File: config.mk
export PLATFORM = sky130hd
export DESIGN_NAME = multi_timer_expiry_scheduler_top
export DESIGN_NICKNAME = d
export VERILOG_FILES = /design/src/rtl/core/mtes_pkg.sv /design/src/rtl/core/multi_timer_expiry_scheduler_top.sv /design/src/rtl/core/mtes_fifo.sv /design/src/rtl/core/mtes_front.sv /design/src/rtl/core/mtes_back.sv
export SDC_FILE = /design/constraint.sdc
export NUM_CORES = 1
export LEC_CHECK = 0
export BUFFER_PORTS_ARGS = -buffer_cell sky130_fd_sc_hd__buf_2
export CORE_ASPECT_RATIO = 1.1
export CORE_MARGIN = 2
export CORE_UTILIZATION = 66
export DETAILED_ROUTE_END_ITERATION = 7
export GPL_ROUTABILITY_DRIVEN = 0
export HOLD_SLACK_MARGIN = 0.02
export PLACE_DENSITY = 0.85
export REMOVE_ABC_BUFFERS = 1
export SYNTH_ARGS = -nofsm -noshare
export SYNTH_HDL_FRONTEND = slang
export SYNTH_SLANG_ARGS = --single-unit
File: constraint.sdc
create_clock -name i_clk -period 26.9 [get_ports i_clk]
set_clock_uncertainty 0.2 [all_clocks]
set_input_delay 5.38 -clock i_clk [delete_from_list [all_inputs] [get_ports i_clk]]
set_output_delay 5.38 -clock i_clk [all_outputs]
set_load 0.02 [all_outputs]
File: src/rtl/core/mtes_pkg.sv
// Shared types, codes and sizes for the multi-timer expiry scheduler.
`timescale 1ns / 1ps

package mtes_pkg;

    localparam int TIMER_COUNT_DEF = 8;
    localparam int CMD_DEPTH_DEF   = 2;
    localparam int RES_DEPTH_DEF   = 4;

    // Request codes on the input word
    localparam logic [1:0] REQ_START = 2'd0;
    localparam logic [1:0] REQ_STOP  = 2'd1;
    localparam logic [1:0] REQ_RUN   = 2'd2;

    typedef enum logic [1:0] {
        ST_UNUSED    = 2'd0,
        ST_STOPPED   = 2'd1,
        ST_RUNNING   = 2'd2,
        ST_COMPLETED = 2'd3
    } t_status;

    typedef enum logic [1:0] {
        CMD_START = 2'd0,
        CMD_STOP  = 2'd1,
        CMD_RUN   = 2'd2,
        CMD_NOP   = 2'd3
    } t_cmd_kind;

    typedef enum logic [1:0] {
        S_IDLE = 2'd0,
        S_SCAN = 2'd1,
        S_SUM  = 2'd2
    } t_state;

    // Decoded command handed from front to back
    typedef struct packed {
        t_cmd_kind   kind;
        logic [2:0]  id;
        logic [15:0] param;
        logic [31:0] deadline;
        logic [31:0] now;
    } t_cmd;

    // One result word
    typedef struct packed {
        logic        fired;
        logic [2:0]  fired_id;
        logic [15:0] fired_param;
        logic [30:0] next_due_ms;
        logic        error;
        logic [15:0] status_vector;
        logic        last;
    } t_result;

endpackage

File: src/rtl/core/multi_timer_expiry_scheduler_top.sv
// Top level of the multi-timer expiry scheduler: front, queues and back end.
`timescale 1ns / 1ps
// Path: a start, stop or unknown request goes through the command queue, and its one
//   result word through the result queue; a run pushes a word for each expired timer
//   in index order, then its summary. A full result queue stalls all of these.
// Start and stop are done in idle; a run holds the back end, taking no command, through
//   dispatch, a scan of one table entry per cycle while the result queue has room, and the summary.
// Reset (i_rst_n low, synchronous): queues empty, scanner idle, all timers unused.

module multi_timer_expiry_scheduler_top
    import mtes_pkg::*;
#(
    parameter int TIMER_COUNT = TIMER_COUNT_DEF,
    parameter int CMD_DEPTH   = CMD_DEPTH_DEF,
    parameter int RES_DEPTH   = RES_DEPTH_DEF
) (
    input  logic        i_clk,
    input  logic        i_rst_n,
    // configuration: enable mask
    input  logic        i_cfg_we,
    input  logic [7:0]  i_cfg_data,
    // request side
    input  logic        push,
    output logic        full,
    input  logic [1:0]  i_req_type,
    input  logic [2:0]  i_timer_id,
    input  logic [15:0] i_timer_param,
    input  logic [31:0] i_duration_ms,
    input  logic [31:0] i_now_ms,
    // result side
    output logic        empty,
    input  logic        pop,
    output logic        o_fired,
    output logic [2:0]  o_fired_id,
    output logic [15:0] o_fired_param,
    output logic [30:0] o_next_due_ms,
    output logic        o_error,
    output logic [15:0] o_status_vector,
    output logic        o_last
);

    t_cmd    w_cmd_in, w_cmd_out;
    logic    w_cmd_push, w_cmd_empty, w_cmd_pop;
    t_result w_res_in, w_res_out;
    logic    w_res_push, w_res_full;

    // Front end: decode the word and add the duration to now.
    mtes_front u_front (
        .i_push        (push),
        .i_q_full      (full),
        .i_req_type    (i_req_type),
        .i_timer_id    (i_timer_id),
        .i_timer_param (i_timer_param),
        .i_duration_ms (i_duration_ms),
        .i_now_ms      (i_now_ms),
        .o_q_push      (w_cmd_push),
        .o_cmd         (w_cmd_in)
    );

    // Command queue decouples request acceptance from a long scan.
    mtes_fifo #(
        .WIDTH ($bits(t_cmd)),
        .DEPTH (CMD_DEPTH)
    ) u_cmd_q (
        .i_clk   (i_clk),
        .i_rst_n (i_rst_n),
        .i_push  (w_cmd_push),
        .i_data  (w_cmd_in),
        .o_full  (full),
        .i_pop   (w_cmd_pop),
        .o_data  (w_cmd_out),
        .o_empty (w_cmd_empty)
    );

    // Back end: owns the timer table; scans one timer per cycle on a run while the result queue has room.
    mtes_back #(
        .TIMER_COUNT (TIMER_COUNT)
    ) u_back (
        .i_clk       (i_clk),
        .i_rst_n     (i_rst_n),
        .i_cfg_we    (i_cfg_we),
        .i_cfg_data  (i_cfg_data),
        .i_cmd_valid (!w_cmd_empty),
        .i_cmd       (w_cmd_out),
        .o_cmd_pop   (w_cmd_pop),
        .i_res_full  (w_res_full),
        .o_res_push  (w_res_push),
        .o_res       (w_res_in)
    );

    // Result queue; the back end stalls when it fills.
    mtes_fifo #(
        .WIDTH ($bits(t_result)),
        .DEPTH (RES_DEPTH)
    ) u_res_q (
        .i_clk   (i_clk),
        .i_rst_n (i_rst_n),
        .i_push  (w_res_push),
        .i_data  (w_res_in),
        .o_full  (w_res_full),
        .i_pop   (pop),
        .o_data  (w_res_out),
        .o_empty (empty)
    );

    assign o_fired         = w_res_out.fired;
    assign o_fired_id      = w_res_out.fired_id;
    assign o_fired_param   = w_res_out.fired_param;
    assign o_next_due_ms   = w_res_out.next_due_ms;
    assign o_error         = w_res_out.error;
    assign o_status_vector = w_res_out.status_vector;
    assign o_last          = w_res_out.last;

endmodule

File: src/rtl/core/mtes_fifo.sv
// Generic first-word-fall-through queue used between the stages.
`timescale 1ns / 1ps

module mtes_fifo #(
    parameter int WIDTH = 8,
    parameter int DEPTH = 2
) (
    input  logic             i_clk,
    input  logic             i_rst_n,
    input  logic             i_push,
    input  logic [WIDTH-1:0] i_data,
    output logic             o_full,
    input  logic             i_pop,
    output logic [WIDTH-1:0] o_data,
    output logic             o_empty
);

    localparam int AddrW = (DEPTH > 1) ? $clog2(DEPTH) : 1;

    logic [WIDTH-1:0] r_mem [DEPTH];
    logic [AddrW:0]   r_wr_ptr, n_wr_ptr;
    logic [AddrW:0]   r_rd_ptr, n_rd_ptr;
    logic             w_wr_en, w_rd_en;

    assign o_empty = (r_wr_ptr == r_rd_ptr);
    assign o_full  = (r_wr_ptr[AddrW] != r_rd_ptr[AddrW]) &&
                     (r_wr_ptr[AddrW-1:0] == r_rd_ptr[AddrW-1:0]);
    assign w_wr_en = i_push && !o_full;
    assign w_rd_en = i_pop && !o_empty;
    assign o_data  = r_mem[r_rd_ptr[AddrW-1:0]];

    always_comb begin
        n_wr_ptr = w_wr_en ? r_wr_ptr + 1'b1 : r_wr_ptr;
        n_rd_ptr = w_rd_en ? r_rd_ptr + 1'b1 : r_rd_ptr;
    end

    always_ff @(posedge i_clk) begin
        if (!i_rst_n) begin
            r_wr_ptr <= '0;
            r_rd_ptr <= '0;
        end else begin
            r_wr_ptr <= n_wr_ptr;
            r_rd_ptr <= n_rd_ptr;
        end
    end

    always_ff @(posedge i_clk) begin
        if (w_wr_en) begin
            r_mem[r_wr_ptr[AddrW-1:0]] <= i_data;
        end
    end

endmodule

File: src/rtl/core/mtes_front.sv
// Front end: decodes requests and precomputes start deadlines.
`timescale 1ns / 1ps

module mtes_front
    import mtes_pkg::*;
(
    input  logic        i_push,
    input  logic        i_q_full,
    input  logic [1:0]  i_req_type,
    input  logic [2:0]  i_timer_id,
    input  logic [15:0] i_timer_param,
    input  logic [31:0] i_duration_ms,
    input  logic [31:0] i_now_ms,
    output logic        o_q_push,
    output t_cmd        o_cmd
);

    assign o_q_push = i_push && !i_q_full;

    always_comb begin
        case (i_req_type)
            REQ_START: o_cmd.kind = CMD_START;
            REQ_STOP:  o_cmd.kind = CMD_STOP;
            REQ_RUN:   o_cmd.kind = CMD_RUN;
            default:   o_cmd.kind = CMD_NOP;
        endcase
        o_cmd.id       = i_timer_id;
        o_cmd.param    = i_timer_param;
        // wraps mod 2^32
        o_cmd.deadline = i_now_ms + i_duration_ms;
        o_cmd.now      = i_now_ms;
    end

endmodule

File: src/rtl/core/mtes_back.sv
// Back end: timer table, start/stop execution and the expiry scan.
`timescale 1ns / 1ps

module mtes_back
    import mtes_pkg::*;
#(
    parameter int TIMER_COUNT = TIMER_COUNT_DEF
) (
    input  logic       i_clk,
    input  logic       i_rst_n,
    input  logic       i_cfg_we,
    input  logic [7:0] i_cfg_data,
    input  logic       i_cmd_valid,
    input  t_cmd       i_cmd,
    output logic       o_cmd_pop,
    input  logic       i_res_full,
    output logic       o_res_push,
    output t_result    o_res
);

    localparam int IdxW = (TIMER_COUNT > 1) ? $clog2(TIMER_COUNT) : 1;
    localparam logic [IdxW-1:0] LastIdx = IdxW'(TIMER_COUNT - 1);

    t_state          r_state, n_state;
    t_status         r_status [TIMER_COUNT];
    t_status         n_status [TIMER_COUNT];
    logic [15:0]     r_param  [TIMER_COUNT];
    logic [31:0]     r_deadline [TIMER_COUNT];
    logic [IdxW-1:0] r_idx, n_idx;
    logic [30:0]     r_best, n_best;
    logic            r_any, n_any;
    logic [31:0]     r_now, n_now;

    logic [IdxW-1:0] w_id_idx;
    logic            w_id_ok;
    logic            w_err;
    logic            w_wr_start;
    logic [31:0]     w_diff;
    logic            w_expired;
    logic [2*TIMER_COUNT-1:0] w_vec;

    assign w_id_idx  = i_cmd.id[IdxW-1:0];
    assign w_id_ok   = (32'(i_cmd.id) < 32'(TIMER_COUNT)) &&
                       (r_status[w_id_idx] != ST_UNUSED);
    assign w_diff    = r_deadline[r_idx] - r_now;
    assign w_expired = (w_diff == 32'd0) || w_diff[31];

    for (genvar g = 0; g < TIMER_COUNT; g++) begin : g_pack
        assign w_vec[2*g +: 2] = n_status[g];
    end

    // next state
    always_comb begin
        n_state = r_state;
        case (r_state)
            S_IDLE: begin
                if (i_cmd_valid && !i_res_full && i_cmd.kind == CMD_RUN) begin
                    n_state = S_SCAN;
                end
            end
            S_SCAN: begin
                if (!i_res_full && r_idx == LastIdx) begin
                    n_state = S_SUM;
                end
            end
            S_SUM: begin
                if (!i_res_full) begin
                    n_state = S_IDLE;
                end
            end
            default: n_state = S_IDLE;
        endcase
    end

    // control and table updates
    always_comb begin
        o_cmd_pop  = 1'b0;
        o_res_push = 1'b0;
        w_err      = 1'b0;
        w_wr_start = 1'b0;
        n_status   = r_status;
        n_idx      = r_idx;
        n_best     = r_best;
        n_any      = r_any;
        n_now      = r_now;
        case (r_state)
            S_IDLE: begin
                if (i_cmd_valid && !i_res_full) begin
                    o_cmd_pop = 1'b1;
                    case (i_cmd.kind)
                        CMD_START: begin
                            o_res_push = 1'b1;
                            w_err      = !w_id_ok;
                            if (w_id_ok) begin
                                n_status[w_id_idx] = ST_RUNNING;
                                w_wr_start         = 1'b1;
                            end
                        end
                        CMD_STOP: begin
                            o_res_push = 1'b1;
                            w_err      = !w_id_ok;
                            if (w_id_ok) begin
                                n_status[w_id_idx] = ST_STOPPED;
                            end
                        end
                        CMD_RUN: begin
                            n_idx  = '0;
                            n_best = '1;
                            n_any  = 1'b0;
                            n_now  = i_cmd.now;
                        end
                        default: begin
                            o_res_push = 1'b1;
                        end
                    endcase
                end
            end
            S_SCAN: begin
                if (!i_res_full) begin
                    n_idx = r_idx + 1'b1;
                    if (r_status[r_idx] == ST_RUNNING) begin
                        if (w_expired) begin
                            n_status[r_idx] = ST_COMPLETED;
                            o_res_push      = 1'b1;
                        end else if (!r_any || w_diff[30:0] < r_best) begin
                            n_best = w_diff[30:0];
                            n_any  = 1'b1;
                        end
                    end
                end
            end
            S_SUM: begin
                o_res_push = !i_res_full;
            end
            default: ;
        endcase
    end

    // result word
    always_comb begin
        o_res               = '0;
        o_res.fired         = (r_state == S_SCAN);
        o_res.error         = w_err;
        o_res.status_vector = 16'(w_vec);
        o_res.last          = (r_state != S_SCAN);
        if (r_state == S_SCAN) begin
            o_res.fired_id    = 3'(r_idx);
            o_res.fired_param = r_param[r_idx];
        end
        if (r_state == S_SUM && r_any) begin
            o_res.next_due_ms = r_best;
        end
    end

    always_ff @(posedge i_clk) begin
        if (!i_rst_n) begin
            r_state <= S_IDLE;
            r_idx   <= '0;
            r_any   <= 1'b0;
            for (int i = 0; i < TIMER_COUNT; i++) begin
                r_status[i] <= ST_UNUSED;
            end
        end else begin
            r_state <= n_state;
            r_idx   <= n_idx;
            r_any   <= n_any;
            for (int i = 0; i < TIMER_COUNT; i++) begin
                if (i_cfg_we) begin
                    r_status[i] <= i_cfg_data[i] ? ST_STOPPED : ST_UNUSED;
                end else begin
                    r_status[i] <= n_status[i];
                end
            end
        end
    end

    always_ff @(posedge i_clk) begin
        r_best <= n_best;
        r_now  <= n_now;
        if (w_wr_start) begin
            r_param[w_id_idx]    <= i_cmd.param;
            r_deadline[w_id_idx] <= i_cmd.deadline;
        end
    end

    a_push_has_room: assert property (@(posedge i_clk) disable iff (!i_rst_n)
        o_res_push |-> !i_res_full)
        else $error("result pushed into a full queue");

    a_pop_only_idle: assert property (@(posedge i_clk) disable iff (!i_rst_n)
        o_cmd_pop |-> (r_state == S_IDLE && i_cmd_valid))
        else $error("command popped outside idle");

    a_scan_in_range: assert property (@(posedge i_clk) disable iff (!i_rst_n)
        (r_state == S_SCAN) |-> (32'(r_idx) < 32'(TIMER_COUNT)))
        else $error("scan index beyond table");

    a_sum_ends_run: assert property (@(posedge i_clk) disable iff (!i_rst_n)
        (r_state == S_SUM && o_res_push) |=> (r_state == S_IDLE))
        else $error("summary did not end the run");

endmodule

==> results of run 1 <==
[power by group]
part | internal [W] | total, W | leakage [nW] | switching (W)
clock | 0.000730 | 0.00127 | 1.41 | 0.000538
combinational | 0.000474 | 0.00130 | 5.48 | 0.000827
sequential | 0.00192 | 0.00204 | 8.36 | 0.000116
[area by class of cell]
| cell class | instances | area, um2 |
|---|---|---|
| antenna | 2 | 5.00 |
| inverter | 101 | 379 |
| timing repair buffer | 190 | 1010 |
| clock inverter | 57 | 669 |
| fill | 3238 | 15200 |
| clock buffer | 103 | 2260 |
| sequential | 931 | 27600 |
| multi-input combinational | 1243 | 11800 |
| tap | 768 | 961 |
[placed cells by master (no fill, tap or decap), types with 9 or more instances in the layout]
cell	netlist	routed
nand2_1	92	91
o211ai_1	17	17
a211oi_1	14	14
a21o_1	44	44
nand2b_1	20	19
clkinv_2	0	15
buf_2	5	168
nand3_1	31	31
nor2_4	0	9
nand4_1	13	13
o21ai_0	68	67
xor2_1	25	25
xnor2_1	34	34
and3_1	10	9
nor2b_1	21	18
edfxtp_1	893	893
nor3_1	22	22
mux4_2	165	165
inv_1	100	100
o221ai_1	9	9
mux2i_1	32	32
a21oi_1	95	95
nor2_1	106	97
mux2_2	115	115
and2_1	40	40
a31oi_1	9	9
clkinv_1	1	16
clkbuf_16	0	88
dfxtp_1	38	32
ha_1	107	107
bufinv_16	0	13
o21bai_1	12	12
o21a_1	21	21
clkbuf_1	67	15
buf_4	0	22
[logic make-up (layout without fill, tap and decap cells)]
kind of cell / Yosys count / in the layout / share of synthesized area [%]
fa+ha+maj: 109 / 109 / 3.45
mux: 312 / 312 / 13.3
buf+inv: 197 / 451 / 1.87
compound gates: 347 / 347 / 5.73
other cells: 0 / 2 / 0
xor+xnor: 59 / 59 / 1.29
flops: 931 / 931 / 69.0
simple gates: 416 / 416 / 5.34
[cell usage after synthesis, types with 40 or more instances]
library cell,number,area [um2]
a21o_1,44,330
edfxtp_1,893,26800
a21oi_1,95,475
o21ai_0,68,340
clkbuf_1,67,251
mux4_2,165,3720
ha_1,107,1340
mux2_2,115,1290
nand2_1,92,345
and2_1,40,250
inv_1,100,375
nor2_1,106,398
[sequential cells by signal, indices dropped and copies added (netlist names), named ones only]
signal	cells
u_res_q.r_rd_ptr	3
u_res_q.r_mem	276
u_cmd_q.r_wr_ptr	2
u_back.r_best	31
u_back.r_state	2
u_back.r_param	128
u_cmd_q.r_rd_ptr	2
u_back.r_now	32
u_back.r_deadline	256
u_res_q.r_wr_ptr	3
u_cmd_q.r_mem	170
u_back.r_idx	3
u_back.r_status	16
u_back.r_any	1
[metal layers]
layer,track usage (%),up-vias
met2,50.1,1411
met1,38.7,11500
met5,0,-
li1,-,9722
met4,13.4,4
met3,5.23,266
[final timing paths]
kind                             from                   end  slack [ps]
setup / recovery          i_now_ms[0]  u_cmd_q.r_mem[0][62]       17800
setup reg to reg            flip-flop  u_res_q.r_mem[1][61]       18280
hold / removal    u_res_q.r_rd_ptr[1]             flip-flop         320
hold reg to reg   u_res_q.r_rd_ptr[1]             flip-flop         320
[critical path, delay by kind of cell]
kind	cells	cell delay [ps]
and+or+nand+nor	1	120
xor gates and xnor gates	1	230
adders and majority gates	2	550
buffers and inverters	2	150
AOI/OAI and AO/OA	8	2900
[stage by stage]
stage | area (um2) | util, % | worst slack (ps) | hold WS, ps | std cells
6_report | 44600 | 74.6 | 17800 | 324 | 3395
5_1_grt | 44600 | 74.6 | 17610 | 347 | 3393
4_1_cts | 44600 | 74.6 | 17880 | 313 | 3393
3_5_place_dp | 41700 | 69.7 | 17250 | 310 | 3233
3_3_place_gp | 41700 | 69.7 | 17450 | 282 | 3233
2_1_floorplan | 39600 | - | 15300 | 263 | 2275
==> results.sh, run 1 <==
export IMPL_outcome="finished, final reports clean"
export IMPL_critical_path_max_stage_delay_ps=1030
export IMPL_num_rows=94
export IMPL_firstDrtPassIters=6
export IMPL_fmax_ghz=0.110
export IMPL_detail_route_vias_per_cell=6.75
export IMPL_cts_resized_gates=0
export IMPL_wl_met2_um=45700
export IMPL_drc=0
export IMPL_antenna_left=0
export IMPL_fp_dieArea_mm2=0.0625
export IMPL_clkLatencyLatePin_ps=650
export IMPL_root_buffer="clkbuf_16"
export IMPL_async_reset_ff_share_pct=0
export IMPL_slew_headroom_pct=14.0
export IMPL_clkTransAtPathRegs_ps=70
export IMPL_maxCapViolations=0
export IMPL_drive_above_1_share_pct=24.7
export IMPL_grt_ovfl_total=0
export IMPL_worst_r2r_path_depth=15
export IMPL_drt_iter0_markers=2999
export IMPL_coreArea_mm2=0.0599
export IMPL_ys_warn_count=0
export IMPL_antenna_found_initial=5
export IMPL_ir_drop_uv=64.7
export IMPL_syn_to_final_growth_pct=11.7
export IMPL_crit_path_frequent_cell="o21ai_0"
export IMPL_synthDistinctLibCells=80
export IMPL_die_h_um=262
export IMPL_critical_path_cell_chain="buf_2 -> ha_1 -> inv_1 -> fa_1 -> nor2b_1 -> o21ai_0 -> a21oi_1 -> o21ai_0 -> a31oi_1 -> o21ai_0 -> o41ai_1 -> a41oi_1 -> a21oi_1 -> xor2_1"
export IMPL_syn_avg_cell_area_um2=16.9
export IMPL_holdPathStages=2
export IMPL_post_drt_wl_per_cell_um=27.2
export IMPL_grt_use_total_pct=29.8
export IMPL_die_w_um=239
export IMPL_fin_nets=2761
export IMPL_wl_um=92300
export IMPL_synth_ff_type="edfxtp_1"
export IMPL_critPathArrivalTime_ps=9360
export IMPL_required_ps=27160
export IMPL_htree_num_levels=3
export IMPL_synth_seq_cells=931
export IMPL_clockBufferDepth=3
export IMPL_finalPower_w=0.00461
export IMPL_dpl_hpwl_um=53800
export IMPL_power_leakage_nw=15.3
export IMPL_powerDensity_mw_per_mm2=103
export IMPL_syn_area_mm2=0.0400
export IMPL_hold_viol=0
export IMPL_cts_setup_buffers=0
export IMPL_cts_buffers=87
export IMPL_highest_layer="met5"
export IMPL_clock_sinks=931
export IMPL_met3RoutedLength_um=8250
export IMPL_critPathKind="input pin to flip-flop"
export IMPL_ys_seq_area_share_pct=69.0
export IMPL_rsz0062_at_grt="no"
export IMPL_grt_max_degree=70
export IMPL_setup_tns_ps=0
export IMPL_cp_slowest_cell="o41ai_1"
export IMPL_synth_edf_count=893
export IMPL_wl_met1_um=34200
export IMPL_cp_end_kind="flip-flop"
export IMPL_slew_viol_final=0
export IMPL_cts_hold_buf=0
export IMPL_cts_tree="built"
export IMPL_critical_path_max_fanout=4
export IMPL_numPortBuffers=168
export IMPL_vias=22900
export IMPL_start_util_pct=66.8
export IMPL_post_route_min_period_ps=9100
export IMPL_grt_first_pass_wirelength_um=138000
export IMPL_hold_path_class="flip-flop to flip-flop"
export IMPL_tightest_slew_ps=1280
export IMPL_io_pins=169
export IMPL_period_share_pct=33.8
export IMPL_setup_violations_final=0
export IMPL_synthCells=2371
export IMPL_crit_path_start_kind="input pin"
export IMPL_grt_pass1_vias=23000
(Power assumes the default switching activity.)
==> run 2, diff against run 1 <==
--- a/config.mk
+++ b/config.mk
@@ -8,11 +8,11 @@
 export BUFFER_PORTS_ARGS = -buffer_cell sky130_fd_sc_hd__buf_2
 export CORE_ASPECT_RATIO = 1.1
 export CORE_MARGIN = 2
-export CORE_UTILIZATION = 66
+export CORE_UTILIZATION = 62
 export DETAILED_ROUTE_END_ITERATION = 7
 export GPL_ROUTABILITY_DRIVEN = 0
 export HOLD_SLACK_MARGIN = 0.02
-export PLACE_DENSITY = 0.85
+export PLACE_DENSITY = 0.8
 export REMOVE_ABC_BUFFERS = 1
 export SYNTH_ARGS = -nofsm -noshare
 export SYNTH_HDL_FRONTEND = slang
==> constraint.sdc (replaced) <==
create_clock -name i_clk -period 9.07 [get_ports i_clk]
set_clock_uncertainty 0.2 [all_clocks]
set_input_delay 1.814 -clock i_clk [delete_from_list [all_inputs] [get_ports i_clk]]
set_output_delay 1.814 -clock i_clk [all_outputs]
set_load 0.02 [all_outputs]
==> run 2 against run 1 <==
Cell area about the same. Core utilization down 4.4 points. First-iteration DRC count down 18%. Clock power rose to 2.8 times the previous value. Global-route usage down 3.0 points. Hold slack better by 8.2 ps. Wire length down 4.4%. Sequential share of layout area down 0.061 points. Critical endpoint is now u_res_q.r_mem[1][58]. Highest routed layer is now met4.
==> results.sh, run 2 (same netlist as run 1, synthesis figures left out) <==
export IMPL_outcome="finished, final reports clean"
export IMPL_die_w_um=246
export IMPL_period_share_pct=81.0
export IMPL_cts_buffers=86
export IMPL_p_comb_share_pct=28.5
export IMPL_placed_area_mm2=0.0419
export IMPL_maxCapViolations=0
export IMPL_required_ps=9180
export IMPL_hold_path_class="flip-flop to flip-flop"
export IMPL_cts_setup_buffers=0
export IMPL_crit_path_start_kind="flip-flop"
export IMPL_cts_tree="built"
export IMPL_power_leakage_nw=15.3
export IMPL_power_share_switching_pct=31.7
export IMPL_grt_first_pass_wirelength_um=134000
export IMPL_grt_ovfl_total=0
export IMPL_stdcell_count=3470
export IMPL_largest_register_ff_count=276
export IMPL_drt_iter0_markers=2456
export IMPL_htree_num_levels=3
export IMPL_clock_sinks=931
export IMPL_syn_to_final_growth_pct=11.8
export IMPL_grt_use_total_pct=26.8
export IMPL_powerDensity_mw_per_mm2=300
export IMPL_critPathArrivalTime_ps=7460
export IMPL_rsz0062_at_grt="no"
export IMPL_cts_hold_buf=0
export IMPL_drc=0
export IMPL_final_common_cell="edfxtp_1"
export IMPL_vias=22300
export IMPL_slew_viol_final=0
export IMPL_grt_pass1_vias=22600
export IMPL_most_common_layout_cells="893 x edfxtp_1, 168 x buf_2, 165 x mux4_2"
export IMPL_firstDrtPassIters=6
export IMPL_cp_end_kind="flip-flop"
export IMPL_antenna_found_initial=2
export IMPL_numPortBuffers=168
export IMPL_clkPwrFrac_pct=26.6
export IMPL_critPathKind="flip-flop to flip-flop"
export IMPL_start_util_pct=62.7
export IMPL_fp_dieArea_mm2=0.0665
export IMPL_dpl_hpwl_um=55100
export IMPL_num_rows=97
export IMPL_detail_route_vias_per_cell=6.43
export IMPL_fin_area_mm2=0.0447
export IMPL_dpl_cell_count=3314
export IMPL_critical_path_max_fanout=41
export IMPL_ir_drop_uv=220
export IMPL_coreArea_mm2=0.0637
export IMPL_antenna_left=0
export IMPL_fmax_ghz=0.136
export IMPL_pwr_share_seq_pct=44.8
export IMPL_root_buffer="clkbuf_16"
export IMPL_wl_um=88300
export IMPL_post_route_min_period_ps=7350
export IMPL_setup_violations_final=0
export IMPL_clkTransAtPathRegs_ps=70
export IMPL_slew_headroom_pct=16.8
export IMPL_r2r_slack_ps=1720
export IMPL_n_fill_cell=3893
export IMPL_cts_resized_gates=0
export IMPL_hold_viol=0
export IMPL_clkLatencyLatePin_ps=660
export IMPL_internal_power_w=0.00914
export IMPL_drive_above_1_share_pct=24.9
export IMPL_tightest_slew_ps=1240
export IMPL_switchingPower_w=0.00425
export IMPL_die_h_um=270
export IMPL_finish_utilization_pct=70.1
export IMPL_post_drt_wl_per_cell_um=25.4
export IMPL_io_pins=169
export IMPL_fin_nets=2768
export IMPL_clockBufferDepth=3
export IMPL_grt_max_degree=70
run 2: cell types whose count changed in the layout (fill, tap and decap cells not counted), moves of 2 or more:
cell       delta
clkinv_4      +2
clkinv_1      -2
buf_4         +6
buf_12        +2
inv_6         -2
clkbuf_1      -2
clkbuf_8      +3
bufinv_16     -5
clkinv_2      +2
run 2: worst paths after layout:
kind,from,endpoint,cells after the start
setup / recovery,flip-flop,u_res_q.r_mem[1][58],15
hold / removal,u_res_q.r_rd_ptr[1],flip-flop,2
setup reg to reg,flip-flop,u_res_q.r_mem[1][58],15
hold reg to reg,u_res_q.r_rd_ptr[1],flip-flop,2
run 2: metrics by stage:
step | setup slack [ps] | power (W) | hold slack [ps] | setup TNS, ps
floorplan | -2530 | 0.00867 | 263 | -638890
global placement | 1910 | 0.00970 | 298 | 0
detailed placement | 1700 | 0.00986 | 308 | 0
CTS | 1650 | 0.0134 | 326 | 0
global route | 1200 | 0.0139 | 361 | 0
finish | 1720 | 0.0134 | 332 | 0
run 2: critical path, stage by stage, from the launching register on:
cell and delay [ps]:
dfxtp_4 870, buf_4 570, mux4_2 570, mux2_2 280, ha_1 380, a211o_1 330, a21o_1 170, a221oi_2 380
nand2b_1 100, o31a_1 260, a311oi_1 270, or4b_4 560, nor4_2 400, nor3_1 290, nor2b_4 940, buf_12 330
run 2: routing by layer:
layer	GRT usage, %	vias up	routed length (um)
met3	3.93	181	7200
met2	44.6	1211	43900
met1	36.8	11200	34700
li1	-	9739	-
met4	8.56	0	2460
met5	0	-	0
run 2: area by class of cell:
cell class	instances	area, um2	area share (%)
Multi-Input combinational cell	1243	11800	26.3
Tap cell	841	1050	2.36
Clock inverter	52	531	1.19
Antenna cell	1	2.50	0.00560
Inverter	101	379	0.848
Sequential cell	931	27600	61.8
Clock buffer	103	2270	5.07
Timing Repair Buffer	198	1090	2.44
run 2: power groups by stage:
stage | clock network [W] | logic (W) | registers [W]
final | 0.00357 | 0.00382 | 0.00601
after global routing | 0.00375 | 0.00412 | 0.00606
after CTS | 0.00361 | 0.00381 | 0.00601
after detailed placement | 0 | 0.00377 | 0.00609
after global placement | 0 | 0.00367 | 0.00603
after floorplan | 0 | 0.00258 | 0.00609
